[src/design/bsfd_pkg.sv]
// Shared types and constants of the byte-stuffed frame deframer.
`default_nettype none
package bsfd_pkg;

  localparam logic [7:0] SYNC_BYTE = 8'hFF;
  localparam int HOLD_BITS = 24;

  typedef enum logic [2:0] {
    PH_HUNT = 3'd0,
    PH_SYNC = 3'd1,
    PH_LMID = 3'd2,
    PH_LLOW = 3'd3,
    PH_BODY = 3'd4
  } phase_t;

  typedef enum logic [1:0] {
    KIND_PAYLOAD   = 2'd0,
    KIND_EMPTY     = 2'd1,
    KIND_SKIPPED   = 2'd2,
    KIND_MALFORMED = 2'd3
  } kind_t;

  typedef struct packed {
    kind_t                 kind;
    logic [7:0]            data;
    logic [HOLD_BITS-1:0]  hold;
    logic                  first;
    logic                  last;
  } record_t;

endpackage
`default_nettype wire

[src/design/byte_stuffed_frame_deframer.sv]
// Top level of the byte-stuffed frame deframer.
//
// The input channel (in_valid, in_stall, rx_byte) takes one received byte per
// request. The output channel (out_valid, out_stall and the result fields)
// gives zero or one result per byte: a skipped byte while hunting, a malformed
// length report, an empty-packet report, or one payload byte with first and
// last marks along with the command type and sequence id of its frame.
// A byte is taken every cycle while the output side keeps up. A result is
// written into the two-entry queue at the edge that accepts its byte, then
// moves on to the output register, which raises out_valid when it loads.
// When the receiver stalls, results collect in the queue; the input side
// raises in_stall only once the queue holds two results, so up to three
// results can wait in total. Reset empties the queue and the output
// register and puts the parser back into hunting for a frame start.
`default_nettype none
module byte_stuffed_frame_deframer #(
  parameter int LENGTH_BITS = 24
) (
  input  wire logic          clk,
  input  wire logic          rst,
  input  wire logic          in_valid,
  output logic               in_stall,
  input  wire logic [7:0]    rx_byte,
  output logic               out_valid,
  input  wire logic          out_stall,
  output logic [1:0]         kind,
  output logic [7:0]         data,
  output logic [15:0]        cmd_type,
  output logic [14:0]        seq_id,
  output logic               first,
  output logic               last
);
  import bsfd_pkg::*;

  logic     accept;
  logic     res_valid;
  record_t  res;
  logic     q_full;
  logic     q_nonempty;
  logic     q_pop;
  record_t  q_head;

  assign in_stall = q_full;
  assign accept   = in_valid && !q_full;

  bsfd_front #(
    .LENGTH_BITS (LENGTH_BITS)
  ) u_front (
    .clk       (clk),
    .rst       (rst),
    .accept    (accept),
    .rx_byte   (rx_byte),
    .res_valid (res_valid),
    .res       (res)
  );

  bsfd_queue u_queue (
    .clk      (clk),
    .rst      (rst),
    .push     (accept && res_valid),
    .push_rec (res),
    .pop      (q_pop),
    .full     (q_full),
    .nonempty (q_nonempty),
    .head     (q_head)
  );

  bsfd_back u_back (
    .clk        (clk),
    .rst        (rst),
    .q_nonempty (q_nonempty),
    .q_head     (q_head),
    .q_pop      (q_pop),
    .out_valid  (out_valid),
    .out_stall  (out_stall),
    .kind       (kind),
    .data       (data),
    .cmd_type   (cmd_type),
    .seq_id     (seq_id),
    .first      (first),
    .last       (last)
  );

endmodule
`default_nettype wire

[src/design/bsfd_front.sv]
// Front end: header parsing, unstuffing and classification of each received byte.
`default_nettype none
module bsfd_front #(
  parameter int LENGTH_BITS = 24
) (
  input  wire logic             clk,
  input  wire logic             rst,
  input  wire logic             accept,
  input  wire logic [7:0]       rx_byte,
  output logic                  res_valid,
  output bsfd_pkg::record_t     res
);
  import bsfd_pkg::*;

  phase_t                   phase, phase_next;
  logic                     esc, esc_next;
  logic [LENGTH_BITS-1:0]   len, len_next;
  logic [LENGTH_BITS-1:0]   count, count_next;
  logic [HOLD_BITS-1:0]     hold, hold_next;
  logic [15:0]              hdr, hdr_next;

  logic                     is_ff;
  logic [23:0]              hdr_full;
  logic [LENGTH_BITS-1:0]   hdr_len;
  logic                     len_short;
  logic                     kept;
  logic                     count_lt3;
  logic                     empty_pkt;
  logic                     last_byte;
  logic [LENGTH_BITS:0]     count_inc;

  assign is_ff     = (rx_byte == SYNC_BYTE);
  assign hdr_full  = {hdr, rx_byte};
  assign hdr_len   = hdr_full[LENGTH_BITS-1:0];
  assign len_short = (hdr_len < LENGTH_BITS'(3));
  assign kept      = esc || !is_ff;
  assign count_lt3 = (count < LENGTH_BITS'(3));
  assign empty_pkt = (count == LENGTH_BITS'(2)) && (len == LENGTH_BITS'(3));
  assign count_inc = {1'b0, count} + (LENGTH_BITS+1)'(1);
  assign last_byte = (count_inc >= {1'b0, len});

  always_ff @(posedge clk) begin
    if (rst) begin
      phase <= PH_HUNT;
      esc   <= 1'b0;
      len   <= '0;
      count <= '0;
      hold  <= '0;
      hdr   <= '0;
    end else if (accept) begin
      phase <= phase_next;
      esc   <= esc_next;
      len   <= len_next;
      count <= count_next;
      hold  <= hold_next;
      hdr   <= hdr_next;
    end
  end

  always_comb begin
    phase_next = phase;
    esc_next   = esc;
    len_next   = len;
    count_next = count;
    hold_next  = hold;
    hdr_next   = hdr;
    case (phase)
      PH_HUNT: begin
        if (is_ff) begin
          phase_next = PH_SYNC;
        end
      end
      PH_SYNC: begin
        if (!is_ff) begin
          hdr_next[15:8] = rx_byte;
          phase_next     = PH_LMID;
        end
      end
      PH_LMID: begin
        hdr_next[7:0] = rx_byte;
        phase_next    = PH_LLOW;
      end
      PH_LLOW: begin
        esc_next   = 1'b0;
        count_next = '0;
        hold_next  = '0;
        if (len_short) begin
          phase_next = PH_HUNT;
          len_next   = '0;
        end else begin
          phase_next = PH_BODY;
          len_next   = hdr_len;
        end
      end
      PH_BODY: begin
        if (!kept) begin
          esc_next = 1'b1;
        end else begin
          esc_next   = 1'b0;
          count_next = count_inc[LENGTH_BITS-1:0];
          if (count_lt3) begin
            hold_next = {hold[HOLD_BITS-9:0], rx_byte};
          end
          if ((count_lt3 && empty_pkt) || (!count_lt3 && last_byte)) begin
            phase_next = PH_HUNT;
            len_next   = '0;
            count_next = '0;
            hold_next  = '0;
          end
        end
      end
      default: begin
        phase_next = PH_HUNT;
        esc_next   = 1'b0;
        len_next   = '0;
        count_next = '0;
        hold_next  = '0;
      end
    endcase
  end

  always_comb begin
    res_valid = 1'b0;
    res       = '0;
    res.kind  = KIND_PAYLOAD;
    case (phase)
      PH_HUNT: begin
        if (!is_ff) begin
          res_valid = 1'b1;
          res.kind  = KIND_SKIPPED;
          res.data  = rx_byte;
        end
      end
      PH_SYNC: begin
        if (is_ff) begin
          res_valid = 1'b1;
          res.kind  = KIND_SKIPPED;
          res.data  = SYNC_BYTE;
        end
      end
      PH_LLOW: begin
        if (len_short) begin
          res_valid = 1'b1;
          res.kind  = KIND_MALFORMED;
        end
      end
      PH_BODY: begin
        if (kept) begin
          if (count_lt3) begin
            if (empty_pkt) begin
              res_valid = 1'b1;
              res.kind  = KIND_EMPTY;
              res.hold  = {hold[HOLD_BITS-9:0], rx_byte};
              res.last  = 1'b1;
            end
          end else begin
            res_valid = 1'b1;
            res.kind  = KIND_PAYLOAD;
            res.data  = rx_byte;
            res.hold  = hold;
            res.first = (count == LENGTH_BITS'(3));
            res.last  = last_byte;
          end
        end
      end
      default: begin
        res_valid = 1'b0;
      end
    endcase
  end

endmodule
`default_nettype wire

[src/design/bsfd_queue.sv]
// Two-entry result queue between the front end and the output stage.
`default_nettype none
module bsfd_queue (
  input  wire logic               clk,
  input  wire logic               rst,
  input  wire logic               push,
  input  wire bsfd_pkg::record_t  push_rec,
  input  wire logic               pop,
  output logic                    full,
  output logic                    nonempty,
  output bsfd_pkg::record_t       head
);
  import bsfd_pkg::*;

  record_t      entries [2];
  logic         wr_ptr;
  logic         rd_ptr;
  logic [1:0]   fill;

  assign full     = (fill == 2'd2);
  assign nonempty = (fill != 2'd0);
  assign head     = entries[rd_ptr];

  always_ff @(posedge clk) begin
    if (push) begin
      entries[wr_ptr] <= push_rec;
    end
  end

  always_ff @(posedge clk) begin
    if (rst) begin
      wr_ptr <= 1'b0;
      rd_ptr <= 1'b0;
      fill   <= 2'd0;
    end else begin
      if (push) begin
        wr_ptr <= !wr_ptr;
      end
      if (pop) begin
        rd_ptr <= !rd_ptr;
      end
      case ({push, pop})
        2'b10:   fill <= fill + 2'd1;
        2'b01:   fill <= fill - 2'd1;
        default: fill <= fill;
      endcase
    end
  end

endmodule
`default_nettype wire

[src/design/bsfd_back.sv]
// Output stage: formats command and sequence fields and holds the result register.
`default_nettype none
module bsfd_back (
  input  wire logic               clk,
  input  wire logic               rst,
  input  wire logic               q_nonempty,
  input  wire bsfd_pkg::record_t  q_head,
  output logic                    q_pop,
  output logic                    out_valid,
  input  wire logic               out_stall,
  output logic [1:0]              kind,
  output logic [7:0]              data,
  output logic [15:0]             cmd_type,
  output logic [14:0]             seq_id,
  output logic                    first,
  output logic                    last
);
  import bsfd_pkg::*;

  assign q_pop = q_nonempty && (!out_valid || !out_stall);

  always_ff @(posedge clk) begin
    if (rst) begin
      out_valid <= 1'b0;
    end else if (!out_valid || !out_stall) begin
      out_valid <= q_nonempty;
    end
  end

  always_ff @(posedge clk) begin
    if (q_pop) begin
      kind     <= q_head.kind;
      data     <= q_head.data;
      cmd_type <= {q_head.hold[23], 7'd0, q_head.hold[7:0]};
      seq_id   <= {q_head.hold[22:16], q_head.hold[15:8]};
      first    <= q_head.first;
      last     <= q_head.last;
    end
  end

endmodule
`default_nettype wire
[config.mk]
export PLATFORM = sky130hd
export DESIGN_NAME = byte_stuffed_frame_deframer
export DESIGN_NICKNAME = d
export VERILOG_FILES = /design/src/design/bsfd_pkg.sv /design/src/design/byte_stuffed_frame_deframer.sv /design/src/design/bsfd_front.sv /design/src/design/bsfd_queue.sv /design/src/design/bsfd_back.sv
export SDC_FILE = /design/constraint.sdc
export NUM_CORES = 1
export LEC_CHECK = 0
export ABC_CLOCK_PERIOD_IN_PS = 5000
export BUFFER_PORTS_ARGS = -buffer_cell sky130_fd_sc_hd__buf_2
export CAP_MARGIN = 20
export CORE_ASPECT_RATIO = 1.4
export CORE_MARGIN = 3
export CORE_UTILIZATION = 61
export DETAILED_ROUTE_END_ITERATION = 10
export GPL_ROUTABILITY_DRIVEN = 0
export GPL_TIMING_DRIVEN = 0
export PLACE_DENSITY_LB_ADDON = 0.12
export SYNTH_ARGS = -nofsm -noshare
export SYNTH_HDL_FRONTEND = slang
export SYNTH_HIERARCHICAL = 1
export SYNTH_SLANG_ARGS = --single-unit
[constraint.sdc]
create_clock -name clk -period 5 [get_ports clk]
set_clock_uncertainty 0.15 [all_clocks]
set_input_delay 0.5 -clock clk [delete_from_list [all_inputs] [get_ports clk]]
set_output_delay 0.5 -clock clk [all_outputs]
set_load 0.02 [all_outputs]
== After elaboration in Yosys (flattened, before gate mapping) ==
Memory sizes are Yosys's and may differ from the RTL's. A register that Yosys moved wholly into a read port is not among the register bits.
Index checks and enable logic that the tools add are counted.

* $add $sub $neg: 3
* Order comparisons: 3
* Equality and inequality tests: 16
* Multiplexer cells: 43
* Bitwise gates (word level): 2
* Reductions and logical operators: 27

{| class="wikitable"
|+ Operators with widths
! cell !! number
|-
| 2-to-1 mux 24 bit || 10
|-
| one-hot mux 24 bit (2 select lines) || 2
|-
| == test 24 x 2 -> 1 bit, second input constant || 3
|-
| one-hot mux 24 bit (3 select lines) || 1
|-
| < comparator 24 x 2 -> 1 bit, second input constant || 2
|-
| 2-to-1 mux 36 bit || 1
|-
| 2-to-1 mux 26 bit || 1
|-
| adder 24 x 1 -> 25 bit, second input constant || 1
|-
| >= comparator 25 x 24 -> 1 bit || 1
|-
| one-hot mux 8 bit (3 select lines) || 1
|-
| 2-to-1 mux 10 bit || 2
|-
| 2-to-1 mux 3 bit || 5
|-
| one-hot mux 3 bit (5 select lines) || 1
|-
| 2-to-1 mux 1 bit || 12
|-
| == test 8 bit, second input constant || 1
|-
| 2-to-1 mux 8 bit || 1
|-
| one-hot mux 2 bit (4 select lines) || 1
|-
| AND reduction 4 bit || 2
|-
| zero test 1 bit || 7
|-
| == test 3 x 2 -> 1 bit, second input constant || 2
|-
| logical AND 1 bit || 6
|-
| != test 2 x 1 -> 1 bit, second input constant || 3
|-
| AND reduction 3 bit || 2
|-
| AND reduction 5 bit || 1
|-
| 18 further kinds || 25
|}

* Bits in registers: 97
* Memory bits (writable): 72
* Input bits: 12
* Output and inout port bits: 45
* Logic and storage cells: 106
* Memories: 1

{| class="wikitable"
|+ Memory list
! memory !! words !! bits a word !! read ports !! clocked after Yosys merged registers in !! write ports !! RTL line !! RTL
|-
| u_queue.entries || 2 || 36 || 1 || 1 || 1 || bsfd_queue.sv:15 || <nowiki>record_t entries [2];</nowiki>
|}

== Logic depth before layout (Yosys ltp) ==
* Word-level depth: 9
* Gate-level depth with buffers: 17
* Gate-level depth less buffers: 14

== Cells and area by module ==
The synthesis kept the hierarchy.

{| class="wikitable"
|+ By module, submodules not included
! module !! instances !! cells each !! area an instance (µm²) !! sequential area each (µm²)
|-
| bsfd_front || 1 || 621 || 5,270.1 || 1,841.8
|-
| bsfd_queue || 1 || 134 || 2,797.7 || 2,262.2
|-
| bsfd_back || 1 || 48 || 1,173.6 || 1,101.1
|-
| byte_stuffed_frame_deframer || 1 || 2 || 15.0 || 0.0
|}

== Worst setup path before layout ==
OpenSTA, ideal clock, no wires.

* Kind: flip-flop to flip-flop
* Start: register u_front.count[1]
* End: register u_front.hold[20]
* Data arrival time: 3,788 ps
* Path slack: 945 ps
* Stages on the path, launching flop included: 17
* Path buffers: 2
* Period minus slack after synthesis: 4,055 ps
* Path through: dfxtp_1 -> ha_1 -> buf_2 -> nand4_1 -> or3b_1 -> nor2_1 -> and3_1 -> xnor2_1 -> inv_1 -> ha_1 -> nand3_1 -> or4_4 -> a2111oi_2 -> nor3_1 -> a41o_1 -> buf_2 -> a22o_1

* Cells in the longest elaborated chain, start to end: 7

{| class="wikitable"
|+ Ends and longest elaborated chain
! element !! RTL line !! RTL
|-
| start, declared || bsfd_front.sv:18 || <nowiki>logic [LENGTH_BITS-1:0] count, count_next;</nowiki>
|-
| start signal, assigned || bsfd_front.sv:54 || <nowiki>count <= count_next;</nowiki>
|-
| adder 24 x 1 -> 25 bit (tied with other cells) || bsfd_front.sv:39 || <nowiki>assign count_inc = {1'b0, count} + (LENGTH_BITS+1)'(1);</nowiki>
|-
| >= comparator 25 x 24 -> 1 bit (tied with other cells) || bsfd_front.sv:40 || <nowiki>assign last_byte = (count_inc >= {1'b0, len});</nowiki>
|-
| logical AND 1 bit || bsfd_front.sv:104 || <nowiki>if ((count_lt3 && empty_pkt) || (!count_lt3 && last_byte)) begin</nowiki>
|-
| logical OR 1 bit || bsfd_front.sv:104 ||
|-
| 2-to-1 mux 24 bit || bsfd_front.sv:104 ||
|-
| 2-to-1 mux 24 bit || bsfd_front.sv:96 || <nowiki>if (!kept) begin</nowiki>
|-
| one-hot mux 24 bit (2 select lines) || bsfd_front.sv:67 || <nowiki>case (phase)</nowiki>
|-
| end signal, assigned || bsfd_front.sv:55 || <nowiki>hold <= hold_next;</nowiki>
|-
| end, declared || bsfd_front.sv:19 || <nowiki>logic [HOLD_BITS-1:0] hold, hold_next;</nowiki>
|}

Several ways; a longest one is shown, not always the timed one. The select of a mux whose other input is x is not followed.
A chain may end at the register's enable or synchronous reset.

== Worst setup path in the final report ==
Same ends and word-level chain as after synthesis.

==> key figures <==
Outcome
  • Outcome: finished, final reports clean

Worst hold path
  • Hold Path Class: in2reg
  • HP Start: out_stall
  • Worst hold stages: 3
  • Hold EP: u_back/out_valid$_SDFFE_PP0P_

Job
  • MaxCap Viol Count: 0

Routing
  • DRT antenna net count: 0
  • DRC: 0
  • Via/cell ratio: 6.11
  • DR WL/cell: 19.8 µm
  • Pre-antenna DRT Iters: 5
  • Via count: 6597
  • Initial DRC Count: 462
  • Routed WL: 21.4 mm

Clock network
  • CTS tree: yes
  • Post-cts hold buffer count: 0
  • Clock Path Buffers: 3
  • H-tree Lvls: 1
  • TritonCTS Sinks: 206
  • Worst-Skew Late Latency: 0.48 ns
  • Root buf cell: clkbuf_16
  • TritonCTS buffer count: 20
  • Clock transition at path regs: 0.06 ns

Setup path
  • CP Launch Type: register
  • Largest delay share family, worst path: simple AND/OR/NAND/NOR gates
  • CP endpoint kind: register
  • R2r endpoint: u_front/hold[20]$_SDFFE_PP0P_
  • Crit-path max FO: 10
  • WP buf/inv: 3
  • Cells along the critical path: ha_1, buf_2, nand4_1, or3b_4, nor2_1, nand4_1, xor2_1, inv_1, ha_1, nand2_1, or4_4, nor4b_1, nor3_2, a41o_2, buf_2, a22o_1
  • Crit-path slowest cell: or4_4
  • Critical Path RT: 5.22 ns
  • Crit Path Class: reg2reg
  • R2r startpoint: u_front/count[1]$_SDFFE_PP0P_
  • FF-to-FF path depth: 16
  • WP data arrival: 4.98 ns
  • Setup slack, reg-to-reg: 0.23 ns
  • Slowest cell delay on critical path: 0.58 ns

Yosys
  • Async SR Flop Fraction: 0
  • Cells after Synth: 805
  • Mapped Area: 9260 µm²
  • Avg Inst Size Synth: 11.5 µm²
  • Top FF cell, synth: edfxtp_1
  • Synthesized flop and latch total: 206
  • Post-synthesis sequential area ratio: 0.562
  • Cell variety after synth: 67
  • YS warnings: 6
  • Post-synth EDFFs: 108

Global route
  • Wire length of the first global-routing pass: 33.7 mm
  • Vias in the first global route: 6754
  • Largest net degree at the start of global routing: 37
  • Initial antenna violation count: 0
  • Global Route Usage Sum: 0.258
  • Overflow after GRT: 0

STA
  • Unrepaired setup endpoints after global routing: false
  • Least-Margin Pin Slew: 1.07 ns
  • Peak Freq: 210 MHz
  • Crit share post-route: 0.953
  • Fin. Hold Viols: 0
  • Setup TNS Final: 0 ns
  • Clock period minus final worst setup slack: 4.77 ns
  • Final Setup Violations: 0
  • Slew Viols, Final: 0
  • Relative slew slack: 0.279

Floorplanning
  • Top-level I/O count: 57
  • DIE HEIGHT: 152 µm
  • Placeable Area: 14600 µm²
  • Chip width: 110 µm
  • Site row count: 52
  • Effective utilization at floorplan: 0.632
  • Die Area: 16700 µm²

Finish
  • ANT cells: 0
  • FILL cells: 1025
  • Layout cell share with drive strength beyond 1: 0.186
  • Synth-to-Final Area Change: 13.4%
  • Fin nets: 916

Power
  • Max IR drop VDD: 0.000332 V
  • Pleak: 4.16 nW
  • Total power: 4.45 mW
  • P per Cell Area: 424 nW/µm²

Placement
  • Buffers on Ports: 41
  • DP HPWL: 15.0 mm
stage by stage:
step	setup WS, ns	std cells	util	cell area (µm²)	hold WS [ns]
floorplan	0.945	811	-	9280	0.288
global placement	-0.621	1041	0.664	9720	0.301
detailed placement	0.169	1044	0.669	9790	0.306
CTS	0.155	1080	0.715	10500	0.173
global route	0.0139	1080	0.717	10500	0.200
finish	0.234	1080	0.717	10500	0.183
worst reg2reg max path, delay by kind of cell (launching register included):
kind	cells	cell delay (ns)
flip-flops	1	0.43
adder cells (fa/ha/maj)	2	0.48
XOR/XNOR	1	0.23
buffers and inverters	3	0.49
AO/OA/AOI/OAI	2	0.58
AND/OR/NAND/NOR	8	2.29
layer usage:
layer  track usage  vias to the layer above  wire length, µm
li1              -                     3083                -
met1         0.291                     3136             7800
met2         0.469                      284            11200
met3        0.0301                       94             1220
met4         0.139                        0             1180
met5             0                        -                0
final cells by class:
cell class              instances  area, µm²  area share
inverters                      54        203      0.0193
repair buffers                 44        253      0.0241
flip-flops and latches        206       5210       0.496
clock buffers                  24        537      0.0511
plain buffers                  51        299      0.0285
multi-input cells             500       3620       0.345
well taps                     189        236      0.0225
clock inverters                12        141      0.0135
cells in the final DEF, fill, tap and decap left out, types with 16 or more instances in the layout:
cell type / count
edfxtp_1: 108
dfxtp_1: 97
nand2_1: 82
buf_2: 57
inv_1: 53
a22o_1: 48
nor2_1: 46
mux2i_1: 40
mux2_2: 36
ha_1: 27
clkbuf_16: 21
clkbuf_1: 21
nand3_1: 17
nor4_1: 16
sequential cells by signal (all words and copies together) (netlist names), named ones only:
name	flops
u_back/cmd_type	9
u_back/data	8
u_back/first	1
u_back/kind	2
u_back/last	1
u_back/out_valid	1
u_back/seq_id	15
u_front/count	24
u_front/esc	1
u_front/hdr	16
u_front/hold	24
u_front/len	24
u_front/phase	3
u_queue/entries	72
u_queue/fill	2
u_queue/rd_ptr	1
u_queue/wr_ptr	1
logic make-up (layout without fill, tap and decap cells):
kind of cell | Yosys count | in the layout | synth area share
muxes | 76 | 76 | 0.0871
DFF | 206 | 206 | 0.562
xor gates and xnor gates | 22 | 22 | 0.0208
and+or+nand+nor | 225 | 225 | 0.124
buffers and inverters | 105 | 185 | 0.0541
AOI/OAI and AO/OA | 143 | 143 | 0.114
other | 1 | 7 | 0.000405
adders and majority gates | 27 | 27 | 0.0365
cells in the mapped netlist, types with 15 or more instances:
cell type	count	area, µm²
inv_1	53	199
a22o_1	48	420
ha_1	27	338
buf_2	16	80.1
nand3_1	17	85.1
nand4_1	15	93.8
o21ai_0	15	75.1
nor4_1	16	100
mux2i_1	40	400
nand2_1	82	308
clkbuf_1	19	71.3
nor2_1	47	176
xnor2_1	15	131
mux2_2	36	405
edfxtp_1	108	3240
dfxtp_1	98	1960
how the worst max path moves through the flow:
stage,startpoint,to,slack [ns],cells past startpoint
3_3_place_gp,u_front/count[0]$_SDFFE_PP0P_,u_queue/entries[0][19]$_DFFE_PP_,-0.62,10
4_1_cts,u_front/count[1]$_SDFFE_PP0P_,u_queue/entries[1][0]$_DFFE_PP_,0.16,15
2_1_floorplan,u_front/count[1]$_SDFFE_PP0P_,u_front/hold[20]$_SDFFE_PP0P_,0.94,16
5_1_grt,u_front/count[1]$_SDFFE_PP0P_,u_front/hold[22]$_SDFFE_PP0P_,0.01,16
6_report,u_front/count[1]$_SDFFE_PP0P_,u_front/hold[20]$_SDFFE_PP0P_,0.23,16
3_5_place_dp,u_front/count[1]$_SDFFE_PP0P_,u_queue/entries[0][0]$_DFFE_PP_,0.17,15
repair_timing:
action,4_1_cts,5_1_grt
resized for setup,0,9
buffers inserted,0,0
endpoints found under the setup margin,0,43
power breakdown:
group          internal, mW  switching (mW)  leakage, nW
clock                 0.925           0.606        0.326
sequential             2.09          0.0677         1.82
combinational         0.274           0.491         2.02
total                  3.29            1.16         4.16
(Power assumes the default switching activity.)
